**src/rtl/assert_macros.svh**
```systemverilog
// ----------------------------------------------------------------------------
// Assertion macros
// Concurrent assertion wrappers shared by the RTL; empty under synthesis.
// ----------------------------------------------------------------------------
`ifndef ASSERT_MACROS_SVH
`define ASSERT_MACROS_SVH

`ifndef SYNTHESIS

// Property must hold at every clock edge outside reset.
`define ASSERT_SYNC(lbl, clk, rst_n, prop) \
    lbl: assert property (@(posedge clk) disable iff (!rst_n) (prop)) \
        else $error("assertion violated");

// Condition must never be true outside reset.
`define ASSERT_NEVER(lbl, clk, rst_n, cond) \
    lbl: assert property (@(posedge clk) disable iff (!rst_n) !(cond)) \
        else $error("forbidden condition seen");

`else

`define ASSERT_SYNC(lbl, clk, rst_n, prop)
`define ASSERT_NEVER(lbl, clk, rst_n, cond)

`endif

`endif

```
**src/rtl/ttco_pkg.sv**
```systemverilog
// ----------------------------------------------------------------------------
// Two-tone crossfade oscillator package
// Widths, Q16 constants, controller states and datapath command types.
// ----------------------------------------------------------------------------
package ttco_pkg;

    localparam int PHASE_W  = 19;
    localparam int WEIGHT_W = 17;
    localparam int SAMPLE_W = 16;
    localparam int CFG_IDX_W = 8;

    localparam logic [PHASE_W-1:0] Q16_PI        = 19'd205887;
    localparam logic [PHASE_W-1:0] Q16_FULL_TURN = 19'd411774;
    localparam logic [PHASE_W-1:0] STEP_A_RESET  = 19'd3705;
    localparam logic [PHASE_W-1:0] STEP_B_RESET  = 19'd7309;

    localparam logic signed [17:0] Q16_ONE   = 18'sd65536;
    // ceil(2^25 / 6) and ceil(2^32 / 120): exact quotients over the value ranges
    localparam logic signed [31:0] RECIP6    = 32'sd5592406;
    localparam logic signed [31:0] RECIP120  = 32'sd35791395;
    localparam logic signed [31:0] PCM_SCALE = 32'sd32767;

    localparam logic [CFG_IDX_W-1:0] CFG_STEP_A = 8'd0;
    localparam logic [CFG_IDX_W-1:0] CFG_STEP_B = 8'd1;

    typedef enum logic [4:0] {
        S_IDLE,
        S_SQ, S_SQ_W,
        S_CUBE, S_CUBE_W,
        S_FIFTH, S_FIFTH_W,
        S_DIV6, S_DIV6_W,
        S_DIV120, S_DIV120_W,
        S_LOAD_B,
        S_MIX_B, S_MIX_B_W,
        S_MIX_A, S_MIX_A_W,
        S_SCALE, S_SCALE_W
    } state_t;

    typedef enum logic [3:0] {
        MUL_NONE,
        MUL_SQ,
        MUL_CUBE,
        MUL_FIFTH,
        MUL_DIV6,
        MUL_DIV120,
        MUL_MIX_B,
        MUL_MIX_A,
        MUL_SCALE
    } mul_sel_t;

    typedef enum logic [3:0] {
        ST_NONE,
        ST_X_A,
        ST_X_B,
        ST_X2,
        ST_X3,
        ST_X5,
        ST_Q3,
        ST_WAVE_A,
        ST_WAVE_B,
        ST_MIX_B,
        ST_MIX_A,
        ST_OUT
    } store_sel_t;

    typedef struct packed {
        mul_sel_t   mul_sel;
        store_sel_t store_sel;
    } ctrl_cmd_t;

endpackage

```
**src/rtl/ttco_ctrl.sv**
```systemverilog
// ----------------------------------------------------------------------------
// Oscillator controller
// Sequences the shared multiplier through both Taylor sines, the crossfade
// and the output scaling; owns the stream handshakes.
// ----------------------------------------------------------------------------
module ttco_ctrl (
    input  logic                aclk,
    input  logic                aresetn,
    input  logic                s_tvalid,
    output logic                s_tready,
    output logic                m_tvalid,
    input  logic                m_tready,
    output ttco_pkg::ctrl_cmd_t cmd
);

    ttco_pkg::state_t state_reg, state_next;
    logic             tone_b_reg, tone_b_next;
    logic             m_tvalid_reg, m_tvalid_next;

    always_ff @(posedge aclk) begin
        if (!aresetn) begin
            state_reg    <= ttco_pkg::S_IDLE;
            tone_b_reg   <= 1'b0;
            m_tvalid_reg <= 1'b0;
        end else begin
            state_reg    <= state_next;
            tone_b_reg   <= tone_b_next;
            m_tvalid_reg <= m_tvalid_next;
        end
    end

    always_comb begin
        state_next    = state_reg;
        tone_b_next   = tone_b_reg;
        m_tvalid_next = m_tvalid_reg && !m_tready;
        cmd.mul_sel   = ttco_pkg::MUL_NONE;
        cmd.store_sel = ttco_pkg::ST_NONE;
        case (state_reg)
            ttco_pkg::S_IDLE: begin
                if (s_tvalid) begin
                    cmd.store_sel = ttco_pkg::ST_X_A;
                    tone_b_next   = 1'b0;
                    state_next    = ttco_pkg::S_SQ;
                end
            end
            ttco_pkg::S_SQ: begin
                cmd.mul_sel = ttco_pkg::MUL_SQ;
                state_next  = ttco_pkg::S_SQ_W;
            end
            ttco_pkg::S_SQ_W: begin
                cmd.store_sel = ttco_pkg::ST_X2;
                state_next    = ttco_pkg::S_CUBE;
            end
            ttco_pkg::S_CUBE: begin
                cmd.mul_sel = ttco_pkg::MUL_CUBE;
                state_next  = ttco_pkg::S_CUBE_W;
            end
            ttco_pkg::S_CUBE_W: begin
                cmd.store_sel = ttco_pkg::ST_X3;
                state_next    = ttco_pkg::S_FIFTH;
            end
            ttco_pkg::S_FIFTH: begin
                cmd.mul_sel = ttco_pkg::MUL_FIFTH;
                state_next  = ttco_pkg::S_FIFTH_W;
            end
            ttco_pkg::S_FIFTH_W: begin
                cmd.store_sel = ttco_pkg::ST_X5;
                state_next    = ttco_pkg::S_DIV6;
            end
            ttco_pkg::S_DIV6: begin
                cmd.mul_sel = ttco_pkg::MUL_DIV6;
                state_next  = ttco_pkg::S_DIV6_W;
            end
            ttco_pkg::S_DIV6_W: begin
                cmd.store_sel = ttco_pkg::ST_Q3;
                state_next    = ttco_pkg::S_DIV120;
            end
            ttco_pkg::S_DIV120: begin
                cmd.mul_sel = ttco_pkg::MUL_DIV120;
                state_next  = ttco_pkg::S_DIV120_W;
            end
            ttco_pkg::S_DIV120_W: begin
                // finish the sine of the current tone, then go to tone B or the mix
                if (tone_b_reg) begin
                    cmd.store_sel = ttco_pkg::ST_WAVE_B;
                    state_next    = ttco_pkg::S_MIX_B;
                end else begin
                    cmd.store_sel = ttco_pkg::ST_WAVE_A;
                    state_next    = ttco_pkg::S_LOAD_B;
                end
            end
            ttco_pkg::S_LOAD_B: begin
                cmd.store_sel = ttco_pkg::ST_X_B;
                tone_b_next   = 1'b1;
                state_next    = ttco_pkg::S_SQ;
            end
            ttco_pkg::S_MIX_B: begin
                cmd.mul_sel = ttco_pkg::MUL_MIX_B;
                state_next  = ttco_pkg::S_MIX_B_W;
            end
            ttco_pkg::S_MIX_B_W: begin
                cmd.store_sel = ttco_pkg::ST_MIX_B;
                state_next    = ttco_pkg::S_MIX_A;
            end
            ttco_pkg::S_MIX_A: begin
                cmd.mul_sel = ttco_pkg::MUL_MIX_A;
                state_next  = ttco_pkg::S_MIX_A_W;
            end
            ttco_pkg::S_MIX_A_W: begin
                cmd.store_sel = ttco_pkg::ST_MIX_A;
                state_next    = ttco_pkg::S_SCALE;
            end
            ttco_pkg::S_SCALE: begin
                cmd.mul_sel = ttco_pkg::MUL_SCALE;
                state_next  = ttco_pkg::S_SCALE_W;
            end
            ttco_pkg::S_SCALE_W: begin
                // hold the product until the output register is free
                if (!m_tvalid_reg || m_tready) begin
                    cmd.store_sel = ttco_pkg::ST_OUT;
                    m_tvalid_next = 1'b1;
                    state_next    = ttco_pkg::S_IDLE;
                end
            end
            default: begin
                state_next = ttco_pkg::S_IDLE;
            end
        endcase
    end

    assign s_tready = (state_reg == ttco_pkg::S_IDLE);
    assign m_tvalid = m_tvalid_reg;

endmodule

```
**config.mk**
```make
export PLATFORM = sky130hd
export DESIGN_NAME = ttco_ctrl
export DESIGN_NICKNAME = d
export VERILOG_FILES = /design/src/rtl/assert_macros.svh /design/src/rtl/ttco_pkg.sv /design/src/rtl/ttco_ctrl.sv
export SDC_FILE = /design/constraint.sdc
export NUM_CORES = 1
export LEC_CHECK = 0
export BUFFER_PORTS_ARGS = -buffer_cell sky130_fd_sc_hd__buf_2
export CAP_MARGIN = 15
export CORE_MARGIN = 2
export CORE_UTILIZATION = 45
export CTS_CLUSTER_DIAMETER = 30
export DETAILED_ROUTE_END_ITERATION = 16
export PLACE_DENSITY = 0.71
export SYNTH_ARGS = -nofsm -noshare
export SYNTH_HDL_FRONTEND = slang
export SYNTH_SLANG_ARGS = --single-unit
export TNS_END_PERCENT = 50
```
**constraint.sdc**
```tcl
create_clock -name aclk -period 1.4 [get_ports aclk]
set_input_delay 0.14 -clock aclk [delete_from_list [all_inputs] [get_ports aclk]]
set_output_delay 0.14 -clock aclk [all_outputs]
set_load 0.02 [all_outputs]
```
==> results of run 1 <==
area by class of cell:
cell class | count | area [sq um] | share of cell area (%)
multi-input cells | 65 | 484 | 48.3
flip-flops and latches | 7 | 154 | 15.3
well taps | 15 | 18.8 | 1.87
repair buffers | 38 | 302 | 30.0
clock buffers | 4 | 26.3 | 2.62
inverters | 5 | 18.8 | 1.87
synthesized netlist by cell type (2+ instances only):
cell type / count / area [sq um]
a31oi_1: 4 / 25.0
inv_1: 5 / 18.8
dfxtp_1: 7 / 140
nand2_1: 10 / 37.5
a21oi_1: 7 / 35.0
nor2_1: 10 / 37.5
o21ai_0: 3 / 15.0
nor3_1: 4 / 20.0
nand3_1: 2 / 10.0
buf_2: 4 / 20.0
or3_4: 2 / 22.5
or2_2: 2 / 12.5
nor2b_1: 3 / 18.8
power by group through the flow:
stage | logic (mW) | registers (mW) | clock network [mW]
finish | 0.415 | 0.234 | 0.193
global route | 0.448 | 0.236 | 0.203
CTS | 0.387 | 0.236 | 0.196
detailed placement | 0.318 | 0.242 | 0
global placement | 0.312 | 0.241 | 0
floorplan | 0.222 | 0.225 | 0
metrics by stage:
| stage | setup TNS (ps) | instances | hold WS, ps | power (mW) | utilization, % |
|---|---|---|---|---|---|
| floorplan | -155 | 83 | 258 | 0.447 | - |
| global placement | -89.7 | 122 | 426 | 0.553 | 62.0 |
| detailed placement | -262 | 122 | 437 | 0.561 | 62.0 |
| CTS | -1710 | 129 | 165 | 0.819 | 72.9 |
| global route | -2750 | 134 | 168 | 0.887 | 79.1 |
| finish | -2050 | 134 | 171 | 0.842 | 79.1 |
routing by layer:
metal  share of wire (%)  vias to the layer above  GRT usage [%]
met4                 1.3                        0           10.0
met1                  44                      347           35.3
met2                  51                       24           46.0
met3                 4.1                        4           1.67
met5                   0                        -              0
li1                    -                      366              -
logic make-up (layout without fill, tap and decap cells):
group | count (synthesis) | after routing | synth area share, %
compound gates | 23 | 23 | 28.8
flops | 7 | 7 | 23.5
mux | 2 | 2 | 3.57
xor+xnor | 1 | 1 | 1.47
simple gates | 39 | 39 | 33.6
buf+inv | 11 | 47 | 9.03
cell usage in the layout, fill, tap and decap left out, drive strengths merged:
cell type  synthesis  layout
dfxtp              7       7
a31oi              5       5
or3                3       3
a21oi              7       7
a31o               1       1
nor2b              3       3
o21a               1       1
mux2               1       1
o221a              1       1
o32a               1       1
nor4               1       1
and2b              1       1
o21ai              3       3
nor3               4       4
nand3              2       2
o31ai              1       1
nand2b             1       1
buf                5      38
inv                5       5
nor2              11      11
mux2i              1       1
nand2             10      10
xor2               1       1
o31a               1       1
o221ai             1       1
clkbuf             1       4
a211oi             1       1
or3b               1       1
or2                2       2
path summary, 6_finish.rpt:
kind | start | to | slack (ps) | depth (start not counted)
hold / removal | aresetn | m_tvalid$_SDFF_PN0_ | 170 | 2
setup reg to reg | state_reg[3]$_SDFFE_PN0P_ | state_reg[0]$_SDFFE_PN0P_ | -80 | 6
hold reg to reg | tone_b_reg$_SDFFE_PN0P_ | tone_b_reg$_SDFFE_PN0P_ | 580 | 1
setup / recovery | state_reg[4]$_SDFFE_PN0P_ | cmd[1] | -320 | 5
repair_timing:
item,CTS,global route
setup buffers,3,4
cloned,0,1
endpoints found under the setup margin,11,15
resized for setup,34,13
hold buffers,0,0
pin swaps,6,2
==> impl_metrics.tcl, run 1 <==
set metrics [dict create \
    status "finished, violations left" \
    violations "setup timing" \
    cts_max_path_buffers 2 \
    synth_edf_count 0 \
    p_switching_mw 0.317 \
    setup_ws_ps -320 \
    grt_overflow 0 \
    yosysSeqAreaShare_pct 23.5 \
    cts-buffers-inserted 3 \
    post-route-period-util_pct 123 \
    place_area_sq_um 787 \
    powerDensity_nw_per_um2 839 \
    wl_per_cell_um 14.8 \
    clock-sinks 7 \
    syn_nets 87 \
    dieArea_sq_um 1630 \
    antenna_cells 0 \
    ys.flop_type "dfxtp_1" \
    slowest_stage "or3b_4" \
    ys_async_sr_fraction_pct 0 \
    combPwrFrac_pct 49.3 \
    place_ws_ps -111 \
    max_freq_mhz 581 \
    largest_register_ffs 5 \
    critical_path_peak_fanout 4 \
    fin_area_sq_um 1000 \
    nets 124 \
    cts_tree "done" \
    netlist_area_sq_um 596 \
    htreeDepth 1 \
    grt_pass1_wl_mm 2.97 \
    setup_violations 15 \
    finalMaxSlewViolations 0 \
    synthToLayoutAreaGrowth_pct 68.5 \
    cp.required_ps 1260 \
    vias 741 \
    syn_avg_cell_area_sq_um 7.18 \
    antenna_left 0 \
    path_buf_inv 1 \
    critPathTopFamily "simple AND/OR/NAND/NOR gates" \
    rsz0062_at_grt "true" \
    switching_share_pct 37.7 \
    peakVddDrop_mv 0.438 \
    p_seq_share_pct 27.8 \
    hold_violations 0 \
    die_w_um 40.4 \
    grt_max_degree 17 \
    p_leak_nw 0.446 \
    clk_pin_slew_worst_paths_ps 60 \
    fin_crit_ps 1720 \
    skew_ps 4.25 \
    hp-class "input pin to register" \
    place_congestion 0.907 \
    layout-drive-gt1-share_pct 59.7 \
    viasPerCell 5.53 \
    ys_warn_count 0 \
    dr.pass1.iters 4 \
    ioPinCount 14 \
    fill_cells 94 \
    p_clk_share_pct 23.0 \
    end_kind "primary output" \
    drt_wl_total_mm 1.98 \
    startpoint_type "register" \
    ys_ff_latch 7 \
    drc 0 \
    dieHeight_um 40.4 \
    start_util_pct 46.9 \
    clockRootBuffer "clkbuf_4" \
    track_usage_pct 27.1 \
    port_buffers 13 \
    internal_power_mw 0.525 \
    criticalPathCategory "register to primary output" \
    antenna_found_initial 0 \
    syn_inst 83 \
    clk_latency_ps 250 \
    maxCapViolations 0 \
    grt_pass1_vias 639 \
    worst_slew_pin_slew_ps 439 \
    worstPathArrival_ps 1580 \
    crit_chain "or3b_4 -> nor3_4 -> a21oi_1 -> o21ai_2 -> buf_6" \
    drtIter0Drc 23 \
    yosys.cell_types.count 33 \
    hpwl_mm 1.21 \
    rows 13 \
    core_sq_um 1270 \
    max_stage_delay_ps 420 \
    slew_headroom_pct 70.4 \
]
Note: power is estimated with default switching activity, not from simulation.
==> run 2: changes to the inputs <==
--- a/config.mk
+++ b/config.mk
@@ -7,11 +7,11 @@
 export LEC_CHECK = 0
 export BUFFER_PORTS_ARGS = -buffer_cell sky130_fd_sc_hd__buf_2
 export CAP_MARGIN = 15
-export CORE_MARGIN = 2
-export CORE_UTILIZATION = 45
+export CORE_AREA = 2 2 39 41
 export CTS_CLUSTER_DIAMETER = 30
 export DETAILED_ROUTE_END_ITERATION = 16
-export PLACE_DENSITY = 0.71
+export DIE_AREA = 0 0 41 43
+export PLACE_DENSITY = 0.68
 export SYNTH_ARGS = -nofsm -noshare
 export SYNTH_HDL_FRONTEND = slang
 export SYNTH_SLANG_ARGS = --single-unit
==> constraint.sdc (replaced) <==
create_clock -name aclk -period 1.65 [get_ports aclk]
set_input_delay 0.165 -clock aclk [delete_from_list [all_inputs] [get_ports aclk]]
set_output_delay 0.165 -clock aclk [all_outputs]
set_load 0.02 [all_outputs]
==> run 2 against run 1 <==
Effect of this change:
- the run still ends with setup timing left
- global-route usage fell by 7.8 points
- critical path type unchanged
- via count fell by 10%
- sequential power fell by 12%
- largest power group unchanged
- critical path depth did not move
- wire length fell by 24%
==> impl_metrics.tcl, run 2 (synthesis gave the netlist of run 1 again) <==
set metrics [dict create \
    antenna_left 0 \
    setup_violations 5 \
    hpwl_mm 1.06 \
    synthToLayoutAreaGrowth_pct 30.5 \
    clockRootBuffer "clkbuf_4" \
    worstPathArrival_ps 1570 \
    max_freq_mhz 575 \
    place_congestion 0.866 \
    nets 106 \
    cts_max_path_buffers 2 \
    final_cell_mix "nand2_1, buf_4, nor2_1, buf_2, a21oi_1" \
    status "finished, violations left" \
    fin_crit_ps 1740 \
    final_util_pct 56.1 \
    cts_tree "done" \
    maxCapViolations 0 \
    peakVddDrop_mv 0.288 \
    core_sq_um 1380 \
    clk_pin_slew_worst_paths_ps 60 \
    wl_met2_um 702 \
    worst_slew_pin_slew_ps 219 \
    top_layer "met4" \
    viasPerCell 5.68 \
    rows 14 \
    end_kind "primary output" \
    drt_wl_total_mm 1.50 \
    cts-buffers-inserted 3 \
    setup_tns_ps -306 \
    r2r_slack_ps 190 \
    wl_per_cell_um 12.8 \
    dr.pass1.iters 4 \
    criticalPathCategory "register to primary output" \
    slew_headroom_pct 85.2 \
    placedCellCount 113 \
    start_util_pct 43.0 \
    finalPower_mw 0.627 \
    instances_no_fill 117 \
    critical_path_peak_fanout 4 \
    htreeDepth 1 \
    grt_overflow 0 \
    die_w_um 41 \
    layout-drive-gt1-share_pct 46.5 \
    antenna_cells 0 \
    rsz0062_at_grt "true" \
    antenna_found_initial 0 \
    dieHeight_um 43 \
    fin_area_sq_um 777 \
    fin_hold_ws_ps 176 \
    met3_length_um 66 \
    cp.required_ps 1480 \
    grt_pass1_wl_mm 2.35 \
    drc 0 \
    place_ws_ps 106 \
    violations "setup timing" \
    grt_max_degree 13 \
    drtIter0Drc 19 \
    hold_violations 0 \
    clk_latency_ps 260 \
    finalMaxSlewViolations 0 \
    cts_setup_buffers 0 \
    dieArea_sq_um 1760 \
    place_area_sq_um 698 \
    clock-sinks 7 \
    powerDensity_nw_per_um2 807 \
    post-route-period-util_pct 105 \
    startpoint_type "register" \
    ioPinCount 14 \
    drt-met1-wl_um 683 \
    grt_pass1_vias 569 \
    vias 665 \
    port_buffers 13 \
    hp-class "input pin to register" \
    largest_register_ffs 5 \
    skew_ps 3.74 \
    setup_ws_ps -89.2 \
    p_leak_nw 0.332 \
    track_usage_pct 19.3 \
]
==> run 2: changes by cell type in the layout (fill, tap and decap cells not counted), sizes merged <==
cell	previous run	this run
buf	38	20
==> run 2: report_power, final <==
part           switching, mW  internal (mW)
Combinational          0.139          0.112
Sequential            0.0263          0.181
Clock                 0.0766         0.0932
Total                  0.241          0.386
==> run 2: layer usage <==
layer	global-route usage, %	vias up
li1	-	336
met1	24.7	304
met2	29.4	20
met3	1.57	5
met4	12.0	0
met5	0	-
==> run 2: area by class of cell <==
type,instances,area (sq um)
clock buffers,4,26.3
well taps,16,20.0
repair buffers,20,131
fillers,127,607
multi-input cells,65,434
inverters,5,18.8
flip-flops and latches,7,146
==> run 2: worst max-delay path, cell delays in order (launching register included) <==
cell	delay, ps
dfxtp_2	350
or3b_4	430
nor3_4	180
a21oi_1	60
o21ai_1	130
buf_4	160
==> run 2: final timing paths <==
path | startpoint | to | depth (start not counted)
max | state_reg[4]$_SDFFE_PN0P_ | cmd[1] | 5
max reg2reg | state_reg[3]$_SDFFE_PN0P_ | state_reg[1]$_SDFFE_PN0P_ | 5
min reg2reg | state_reg[2]$_SDFFE_PN0P_ | state_reg[0]$_SDFFE_PN0P_ | 2
min | aresetn | state_reg[4]$_SDFFE_PN0P_ | 3
==> run 2: what timing repair did <==
action | in CTS | in global routing
pin swaps | 1 | 2
setup endpoints to repair | 6 | 7
hold buffers | 0 | 0
resized for setup | 13 | 9
